$ cat src/hw/rtl/hcb_pkg.sv
// Package for the Huffman code builder: default sizes, field widths and the
// command and status structs between controller and datapath. No dependencies.
package hcb_pkg;

   localparam int MAX_LEAVES_DEF  = 16;
   localparam int WEIGHT_BITS_DEF = 16;

   localparam int IN_WEIGHT_W = 16;
   localparam int LEAF_IDX_W  = 4;
   localparam int CODE_W      = 15;
   localparam int CODE_LEN_W  = 4;

   // Commands from the controller to the datapath, one cycle each.
   typedef struct packed {
      logic load;         // store the incoming leaf weight
      logic start_build;  // latch leaf count, clear parent flags
      logic scan_start;   // restart the least-weight search
      logic scan_read;    // read node weight at the scan index
      logic scan_cmp;     // compare the read node against the two minima
      logic merge_a;      // write merged weight and first child's parent
      logic merge_b;      // write second child's parent, advance node index
      logic walk_start;   // start walking up from the current leaf
      logic walk_read;    // read the parent entry of the current node
      logic walk_up;      // take one code bit and move to the parent
      logic emit;         // capture the finished code into the result register
      logic next_leaf;    // advance to the next leaf
      logic finish;       // clear the leaf count for the next batch
   } hcb_cmd_type;

   // Status from the datapath to the controller.
   typedef struct packed {
      logic single;      // the batch being closed holds exactly one leaf
      logic scan_last;   // scan index is at the last node below the merge index
      logic merge_last;  // the current merge creates the root
      logic root;        // the node just read has no parent
      logic leaf_last;   // current leaf is the final one
   } hcb_stat_type;

endpackage

$ cat src/hw/rtl/huffman_code_builder.sv
// Top level of the Huffman code builder: joins the controller and datapath.
// Depends on hcb_pkg, hcb_ctrl and hcb_dpath.
//
//   channel  direction  ports                                           handshake
//   req      in         weight, last_weight                             valid / stall
//   rsp      out        leaf_index, code_bits, code_length, last_code   valid / stall
//
// Weights are taken one per cycle while the block is idle. The last weight starts
// the build: the merge that creates node k reads and compares nodes 0 .. k-1 in turn
// through the weight memory port, then writes the merged weight and both children's
// parent entries. Each leaf's walk reads the parent entry of every node on its path,
// root included, and then offers the result for transfer.
// Reset is synchronous and clears the leaf count, parent flags and controller.
// A stalled result holds; no weight is taken from the last weight until the final
// code's transfer.
module huffman_code_builder import hcb_pkg::*; #(
   parameter int MAX_LEAVES  = MAX_LEAVES_DEF,
   parameter int WEIGHT_BITS = WEIGHT_BITS_DEF
) (
   input  logic                   clock,
   input  logic                   reset,
   input  logic                   req_valid,
   output logic                   req_stall,
   input  logic [IN_WEIGHT_W-1:0] req_weight,
   input  logic                   req_last_weight,
   output logic                   rsp_valid,
   input  logic                   rsp_stall,
   output logic [LEAF_IDX_W-1:0]  rsp_leaf_index,
   output logic [CODE_W-1:0]      rsp_code_bits,
   output logic [CODE_LEN_W-1:0]  rsp_code_length,
   output logic                   rsp_last_code
);

   hcb_cmd_type  cmd;
   hcb_stat_type stat;

   // Controller.
   hcb_ctrl u_ctrl (
      .clock           (clock),
      .reset           (reset),
      .req_valid       (req_valid),
      .req_last_weight (req_last_weight),
      .req_stall       (req_stall),
      .rsp_valid       (rsp_valid),
      .rsp_stall       (rsp_stall),
      .leaf_last_hold  (rsp_last_code),
      .rsp_last_code   (rsp_last_code),
      .cmd             (cmd),
      .stat            (stat)
   );

   // Datapath.
   hcb_dpath #(
      .MAX_LEAVES  (MAX_LEAVES),
      .WEIGHT_BITS (WEIGHT_BITS)
   ) u_dpath (
      .clock           (clock),
      .reset           (reset),
      .cmd             (cmd),
      .stat            (stat),
      .req_weight      (req_weight),
      .rsp_leaf_index  (rsp_leaf_index),
      .rsp_code_bits   (rsp_code_bits),
      .rsp_code_length (rsp_code_length)
   );

endmodule

$ cat src/hw/rtl/hcb_dpath.sv
// Datapath of the Huffman code builder: weight and parent memories, parent
// flags, search registers, walk registers and result register. Uses hcb_pkg.
module hcb_dpath import hcb_pkg::*; #(
   parameter int MAX_LEAVES  = MAX_LEAVES_DEF,
   parameter int WEIGHT_BITS = WEIGHT_BITS_DEF
) (
   input  logic                   clock,
   input  logic                   reset,
   input  hcb_cmd_type            cmd,
   output hcb_stat_type           stat,
   input  logic [IN_WEIGHT_W-1:0] req_weight,
   output logic [LEAF_IDX_W-1:0]  rsp_leaf_index,
   output logic [CODE_W-1:0]      rsp_code_bits,
   output logic [CODE_LEN_W-1:0]  rsp_code_length
);

   localparam int NODES = 2 * MAX_LEAVES - 1;
   localparam int NB    = $clog2(NODES);
   localparam int CB    = $clog2(MAX_LEAVES + 1);
   localparam int NWB   = WEIGHT_BITS + $clog2(MAX_LEAVES);

   // Memories: node weights, and parent index with the right-child bit.
   logic [NWB-1:0] wgt_mem [NODES];
   logic [NB:0]    par_mem [NODES];

   logic [CB-1:0]    cnt_ff, cnt_in;
   logic [CB-1:0]    n_ff;
   logic [NB-1:0]    last_k_ff;
   logic [NB-1:0]    k_ff, scan_ff, a_ff, b_ff, leaf_ff, node_ff, len_ff;
   logic [NWB-1:0]   wa_ff, wb_ff, rd_w_ff;
   logic             have_a_ff, have_b_ff, rd_pv_ff, root_ff;
   logic [NB:0]      rd_par_ff;
   logic [NODES-1:0] pv_ff;
   logic [CODE_W-1:0] code_ff;
   logic [CB-1:0]    n_next;
   logic [WEIGHT_BITS-1:0] load_w;

   assign n_next = (cnt_ff < CB'(MAX_LEAVES)) ? CB'(cnt_ff + 1'b1) : cnt_ff;
   assign load_w = WEIGHT_BITS'(32'(req_weight));

   assign stat.single     = (n_next == CB'(1));
   assign stat.scan_last  = (scan_ff == NB'(k_ff - 1'b1));
   assign stat.merge_last = (k_ff == last_k_ff);
   assign stat.root       = root_ff;
   assign stat.leaf_last  = (CB'(leaf_ff) + 1'b1 == n_ff);

   // Weight memory: leaves on load, merged nodes on the first merge cycle.
   always_ff @(posedge clock) begin
      if (cmd.load && cnt_ff < CB'(MAX_LEAVES)) begin
         wgt_mem[NB'(cnt_ff)] <= NWB'(load_w);
      end else if (cmd.merge_a) begin
         wgt_mem[k_ff] <= NWB'(wa_ff + wb_ff);
      end
   end

   always_ff @(posedge clock) begin
      if (cmd.scan_read) begin
         rd_w_ff <= wgt_mem[scan_ff];
      end
   end

   // Parent memory: one child per merge cycle.
   always_ff @(posedge clock) begin
      if (cmd.merge_a) begin
         par_mem[a_ff] <= {k_ff, 1'b0};
      end else if (cmd.merge_b) begin
         par_mem[b_ff] <= {k_ff, 1'b1};
      end
   end

   always_ff @(posedge clock) begin
      if (cmd.walk_read) begin
         rd_par_ff <= par_mem[node_ff];
      end
   end

   // Leaf count and parent flags.
   always_comb begin
      cnt_in = cnt_ff;
      if (cmd.finish) begin
         cnt_in = '0;
      end else if (cmd.load) begin
         cnt_in = n_next;
      end
   end

   always_ff @(posedge clock) begin
      if (reset) begin
         cnt_ff <= '0;
         pv_ff  <= '0;
      end else begin
         cnt_ff <= cnt_in;
         if (cmd.start_build) begin
            pv_ff <= '0;
         end else if (cmd.merge_a) begin
            pv_ff[a_ff] <= 1'b1;
         end else if (cmd.merge_b) begin
            pv_ff[b_ff] <= 1'b1;
         end
      end
   end

   // Build control registers and the least-weight search.
   always_ff @(posedge clock) begin
      if (cmd.start_build) begin
         n_ff      <= n_next;
         k_ff      <= NB'(n_next);
         last_k_ff <= NB'({n_next, 1'b0} - 2'd2);
         leaf_ff   <= '0;
      end
      if (cmd.scan_start) begin
         scan_ff   <= '0;
         have_a_ff <= 1'b0;
         have_b_ff <= 1'b0;
      end
      if (cmd.scan_read) begin
         rd_pv_ff <= pv_ff[scan_ff];
      end
      if (cmd.scan_cmp) begin
         scan_ff <= NB'(scan_ff + 1'b1);
         if (!rd_pv_ff) begin
            if (!have_a_ff || rd_w_ff < wa_ff) begin
               if (have_a_ff) begin
                  b_ff      <= a_ff;
                  wb_ff     <= wa_ff;
                  have_b_ff <= 1'b1;
               end
               a_ff      <= scan_ff;
               wa_ff     <= rd_w_ff;
               have_a_ff <= 1'b1;
            end else if (!have_b_ff || rd_w_ff < wb_ff) begin
               b_ff      <= scan_ff;
               wb_ff     <= rd_w_ff;
               have_b_ff <= 1'b1;
            end
         end
      end
      if (cmd.merge_b) begin
         k_ff <= NB'(k_ff + 1'b1);
      end
      if (cmd.next_leaf) begin
         leaf_ff <= NB'(leaf_ff + 1'b1);
      end
   end

   // Walk from the leaf to the root, collecting one bit per level.
   always_ff @(posedge clock) begin
      if (cmd.walk_start) begin
         node_ff <= cmd.next_leaf ? NB'(leaf_ff + 1'b1) :
                    (cmd.start_build ? '0 : leaf_ff);
         code_ff <= '0;
         len_ff  <= '0;
      end
      if (cmd.walk_read) begin
         root_ff <= !pv_ff[node_ff];
      end
      if (cmd.walk_up) begin
         if (rd_par_ff[0]) begin
            code_ff <= code_ff | (CODE_W'(1) << len_ff);
         end
         len_ff  <= NB'(len_ff + 1'b1);
         node_ff <= rd_par_ff[NB:1];
      end
   end

   // Result register.
   always_ff @(posedge clock) begin
      if (cmd.emit) begin
         rsp_leaf_index  <= LEAF_IDX_W'(leaf_ff);
         rsp_code_bits   <= code_ff;
         rsp_code_length <= CODE_LEN_W'(len_ff);
      end
   end

endmodule

$ cat src/hw/rtl/hcb_ctrl.sv
// Controller of the Huffman code builder: sequences load, search, merge, walk
// and result transfer. Uses hcb_pkg for the command and status structs.
module hcb_ctrl import hcb_pkg::*; (
   input  logic         clock,
   input  logic         reset,
   input  logic         req_valid,
   input  logic         req_last_weight,
   output logic         req_stall,
   output logic         rsp_valid,
   input  logic         rsp_stall,
   input  logic         leaf_last_hold,
   output logic         rsp_last_code,
   output hcb_cmd_type  cmd,
   input  hcb_stat_type stat
);

   typedef enum logic [2:0] {
      S_IDLE, S_SCAN_RD, S_SCAN_CMP, S_MERGE_A, S_MERGE_B, S_WALK_RD, S_WALK_UP, S_EMIT
   } state_type;

   state_type state_ff, state_in;
   logic      valid_ff, valid_in;
   logic      last_ff, last_in;

   assign req_stall     = (state_ff != S_IDLE);
   assign rsp_valid     = valid_ff;
   assign rsp_last_code = last_ff;

   // Next state and commands.
   always_comb begin
      state_in = state_ff;
      valid_in = valid_ff;
      last_in  = last_ff;
      cmd      = '0;
      unique case (state_ff)
         S_IDLE: begin
            if (req_valid) begin
               cmd.load = 1'b1;
               if (req_last_weight) begin
                  cmd.start_build = 1'b1;
                  if (stat.single) begin
                     cmd.walk_start = 1'b1;
                     state_in       = S_WALK_RD;
                  end else begin
                     cmd.scan_start = 1'b1;
                     state_in       = S_SCAN_RD;
                  end
               end
            end
         end
         S_SCAN_RD: begin
            cmd.scan_read = 1'b1;
            state_in      = S_SCAN_CMP;
         end
         S_SCAN_CMP: begin
            cmd.scan_cmp = 1'b1;
            state_in     = stat.scan_last ? S_MERGE_A : S_SCAN_RD;
         end
         S_MERGE_A: begin
            cmd.merge_a = 1'b1;
            state_in    = S_MERGE_B;
         end
         S_MERGE_B: begin
            cmd.merge_b = 1'b1;
            if (stat.merge_last) begin
               cmd.walk_start = 1'b1;
               state_in       = S_WALK_RD;
            end else begin
               cmd.scan_start = 1'b1;
               state_in       = S_SCAN_RD;
            end
         end
         S_WALK_RD: begin
            cmd.walk_read = 1'b1;
            state_in      = S_WALK_UP;
         end
         S_WALK_UP: begin
            if (stat.root) begin
               cmd.emit = 1'b1;
               valid_in = 1'b1;
               last_in  = stat.leaf_last;
               state_in = S_EMIT;
            end else begin
               cmd.walk_up = 1'b1;
               state_in    = S_WALK_RD;
            end
         end
         S_EMIT: begin
            if (!rsp_stall) begin
               valid_in = 1'b0;
               if (leaf_last_hold) begin
                  cmd.finish = 1'b1;
                  state_in   = S_IDLE;
               end else begin
                  cmd.next_leaf  = 1'b1;
                  cmd.walk_start = 1'b1;
                  state_in       = S_WALK_RD;
               end
            end
         end
         default: state_in = S_IDLE;
      endcase
   end

   // State and registered outputs.
   always_ff @(posedge clock) begin
      if (reset) begin
         state_ff <= S_IDLE;
         valid_ff <= 1'b0;
         last_ff  <= 1'b0;
      end else begin
         state_ff <= state_in;
         valid_ff <= valid_in;
         last_ff  <= last_in;
      end
   end

endmodule

$ cat config.mk
export PLATFORM = sky130hd
export DESIGN_NAME = huffman_code_builder
export DESIGN_NICKNAME = d
export VERILOG_FILES = /design/src/hw/rtl/hcb_pkg.sv /design/src/hw/rtl/huffman_code_builder.sv /design/src/hw/rtl/hcb_dpath.sv /design/src/hw/rtl/hcb_ctrl.sv
export SDC_FILE = /design/constraint.sdc
export NUM_CORES = 1
export LEC_CHECK = 0
export BUFFER_PORTS_ARGS = -buffer_cell sky130_fd_sc_hd__buf_2
export CAP_MARGIN = 5
export CELL_PAD_IN_SITES_DETAIL_PLACEMENT = 0
export CELL_PAD_IN_SITES_GLOBAL_PLACEMENT = 1
export CORE_MARGIN = 4
export CORE_UTILIZATION = 33
export CTS_BUF_LIST = sky130_fd_sc_hd__clkbuf_4
export CTS_CLUSTER_SIZE = 25
export DETAILED_ROUTE_END_ITERATION = 10
export PLACE_DENSITY = 0.61
export SYNTH_ARGS = -nofsm -noshare
export SYNTH_HDL_FRONTEND = slang
export SYNTH_HIERARCHICAL = 1
export SYNTH_SLANG_ARGS = --single-unit
$ cat constraint.sdc
create_clock -name clock -period 9.8 [get_ports clock]
set_input_delay 0.98 -clock clock [delete_from_list [all_inputs] [get_ports clock]]
set_output_delay 0.98 -clock clock [all_outputs]
set_load 0.05 [all_outputs]
==> impl_metrics.csv <==
group,metric,value,unit
sta,setup_viol,0,
critical_path,rr_worst_depth,7,
synthesis,post_synthesis_net_count,2255,
clock_tree,worst_setup_hold_path_clk_slew,0.06,ns
synthesis,post-synth-top-area-fraction,68.5,%
critical_path,arrival,4.76,ns
floorplan,core,124000,µm²
pwr,power_per_cell_area,237,nW/µm²
sta,hold-worst-slack,0.281,ns
grt,grt_util_met2,23.0,%
clock_tree,worstSkewPairLatency,1.09,ns
floorplan,initial_core_util,33.2,%
place,gp_congestion,0.797,
grt,met3_demand_to_capacity_share_in_global_routing,3.48,%
detailed_routing,drt-wirelength-per-cell,22.7,µm
sta,max_freq,242,MHz
floorplan,placement_rows,129,
critical_path,r2r_start,"u_ctrl/state_ff[0]",
sta,worst_pin_slew,1.26,ns
critical_path,reg2reg_slack,5.67,ns
synthesis,synth_area_leaders,"edfxtp_1 (69%), mux4_2 (14%), dfxtp_1 (3.1%)",
detailed_routing,avgViaCountPerCell,5.04,
synthesis,synth_edf_count,936,
layout,drive_gt1_share,33.4,%
sta,setup_tns,0,ns
critical_path,worst-setup-path-type,"reg -> reg",
floorplan,die_height,361,µm
synthesis,synth_cell_types,65,
place,placed_area,43400,µm²
grt,antenna_found_initial,5,
place,dp_worst_setup_slack,5.55,ns
detailed_routing,drt.antenna.violating_nets,0,
layout,net_total_in_the_final_layout,2535,
layout,layout_common_cells,"edfxtp_1 (936), clkbuf_4 (375), mux4_2 (252)",
pwr,leakage,15.7,nW
min_path,hold_path.class,"in -> reg",
detailed_routing,remaining_drcs,0,
synthesis,yosys_register_bits,999,
grt,largest_net_degree_at_the_start_of_global_routing,89,
grt,globalRouteTotalUtil,14.8,%
sta,final-hold-violation-count,0,
floorplan,die_width,361,µm
clock_tree,cts_tree,"yes",
synthesis,yosysSeqAreaShare,71.6,%
synthesis,dominantRegCellSynth,"edfxtp_1",
clock_tree,cts-resized-gates,0,
floorplan,boundaryPins,47,
layout,final_cell_area,46800,µm²
synthesis,yosysWarnings,6,
sta,period_share,42.1,%
critical_path,cpPeakStageDelay,0.95,ns
sta,fin_crit,4.13,ns
clock_tree,h-tree-depth,5,
clock_tree,postCtsHoldBufs,0,
critical_path,r2r-end,"u_dpath/wgt_mem[18][19]",
layout,area_growth,14.1,%
synthesis,yosys.area.top_type,"edfxtp_1",
critical_path,critPathLaunch,"u_ctrl/state_ff[0]",
place,detailed_place_hpwl,60.3,mm
critical_path,required,10.44,ns
synthesis,syn_area,41000,µm²
detailed_routing,detailed_router_s_first_iteration_violation_count,1599,
pwr,peakVddDrop,175,µV
detailed_routing,first_pass_iters,5,
critical_path,maximum_fanout_along_the_worst_path,20,
grt,use_met1,20.6,%
grt,via_count_of_the_first_global_routing_pass,22500,
critical_path,timing.critical_path.slowest_stage_cell,"nor2_2",
synthesis,synthesis.area_per_instance,19.0,µm²
place,io_buffers,46,
critical_path,endpoint_kind,"register",
floorplan,fp.dieArea,130000,µm²
detailed_routing,via_count,21500,
place,dpl.cell_count,3797,
synthesis,postSynthCellCount,2163,
critical_path,start_kind,"register",
sta,slew_headroom,15.7,%
clock_tree,cts-buffers-inserted,279,
layout,post-route-util,37.8,%
pwr,report.power.total,11.1,mW
critical_path,worstPathCellList,"nor3_2 -> and2_1 -> nor2b_1 -> nor2_1 -> o31ai_1 -> nand2_1 -> nor2_2",
sta,final-max-slew-violation-count,0,
layout,layout_commonest_cell,"edfxtp_1",
grt,globalRoute.busiestLayer,"met2",
layout,post_layout_nonfiller_instances,4268,
clock_tree,tritoncts_num_sinks,999,
sta,rsz_0062_raised_after_global_routing,"no",
grt,global_route.overflow_total,0,
grt,wire_length_of_the_first_global_routing_pass,145,mm
clock_tree,library_cell_used_as_clock_root_buffer,"clkbuf_4",
run,count_of_max_cap_constraint_violations,0,
detailed_routing,totalWireLength,97.0,mm
sta,skew,0.0899,ns
sta,layout_setup_ws,5.67,ns
clock_tree,post-cts-setup-buffer-count,0,
critical_path,cp-endpoint,"u_dpath/wgt_mem[18][19]",
clock_tree,clock_tree_buf_depth,4,
outcome,result_of_the_run,"completed",
synthesis,asyncSetResetFlopFracSynth,0,%
[state kept, by name (all words and copies together) (netlist names), 3 cells and up]
| name | flops |
|---|---|
| u_dpath/leaf_ff | 5 |
| u_dpath/node_ff | 5 |
| u_dpath/rsp_code_bits | 15 |
| u_dpath/par_mem | 186 |
| u_dpath/k_ff | 5 |
| u_dpath/wa_ff | 20 |
| u_dpath/wb_ff | 20 |
| u_dpath/pv_ff | 31 |
| u_dpath/scan_ff | 5 |
| u_dpath/rd_w_ff | 20 |
| u_dpath/last_k_ff | 4 |
| u_dpath/rsp_leaf_index | 4 |
| u_ctrl/state_ff | 3 |
| u_dpath/cnt_ff | 5 |
| u_dpath/rsp_code_length | 4 |
| u_dpath/rd_par_ff | 6 |
| u_dpath/b_ff | 5 |
| u_dpath/n_ff | 5 |
| u_dpath/wgt_mem | 620 |
| u_dpath/len_ff | 5 |
| u_dpath/a_ff | 5 |
| u_dpath/code_ff | 15 |
[worst min path at each step]
stage | startpoint | endpoint | slack [ns] | depth (start not counted)
floorplan | u_dpath/code_ff[0] | u_dpath/rsp_code_bits[0] | 0.41 | 0
global placement | u_dpath/code_ff[2] | u_dpath/rsp_code_bits[2] | 0.42 | 0
detailed placement | u_dpath/code_ff[10] | u_dpath/rsp_code_bits[10] | 0.42 | 0
CTS | reset | u_ctrl/rsp_valid | 0.10 | 2
global route | reset | u_ctrl/rsp_valid | 0.14 | 2
finish | reset | u_ctrl/rsp_valid | 0.28 | 2
[area by class of cell]
class	instances	area, µm²
fill	11400	76900
sequential	999	29400
multi-input combinational	998	11100
clock buffer	375	2820
tap	1637	2050
timing repair buffer	99	668
clock inverter	86	457
inverter	66	248
antenna	8	20.0
[critical path, delay by kind of cell, from the launching register on]
| family | cells | cell delay [ns] |
|---|---|---|
| simple gates | 6 | 2.84 |
| flops | 1 | 0.48 |
| compound gates | 1 | 0.36 |
[power by group]
part	switching [mW]	internal, mW	total [mW]
registers	0.167	4.99	5.15
logic	1.40	1.02	2.42
clock network	1.63	1.88	3.51
[synth_stat cells (7+ instances only)]
cell type,instances
edfxtp_1,936
mux4_2,252
nand2_1,99
nor2_1,92
ha_1,70
o21ai_0,70
inv_1,66
dfxtp_1,63
mux2_2,62
clkbuf_1,54
mux2i_1,36
a21oi_1,35
o21a_1,33
xnor2_1,33
buf_2,20
nand3_1,20
nor3_1,17
a22o_1,16
xor2_1,15
nor2b_1,13
buf_1,12
and2_1,11
a21o_1,10
nand2b_1,10
nand4_1,10
buf_4,9
o22ai_1,8
a31oi_1,7
nand3b_1,7
[logic make-up (layout without fill, tap and decap cells)]
| family | Yosys count | after routing | share of synthesized area, % |
|---|---|---|---|
| flip-flops | 999 | 999 | 71.6 |
| XOR/XNOR | 48 | 48 | 1.03 |
| buffers and inverters | 166 | 626 | 1.74 |
| AO/OA/AOI/OAI | 218 | 218 | 3.42 |
| adder cells (fa/ha/maj) | 71 | 71 | 2.18 |
| multiplexers | 351 | 351 | 16.4 |
| AND/OR/NAND/NOR | 310 | 310 | 3.56 |
| other | 0 | 8 | 0 |
[layer usage]
metal  vias up  part of all wire [%]
met2       685                    47
met1     11200                    45
met5         -                 0.013
li1       9478                     -
met4         2                   2.5
met3       124                   5.7
(Power assumes the default switching activity.)
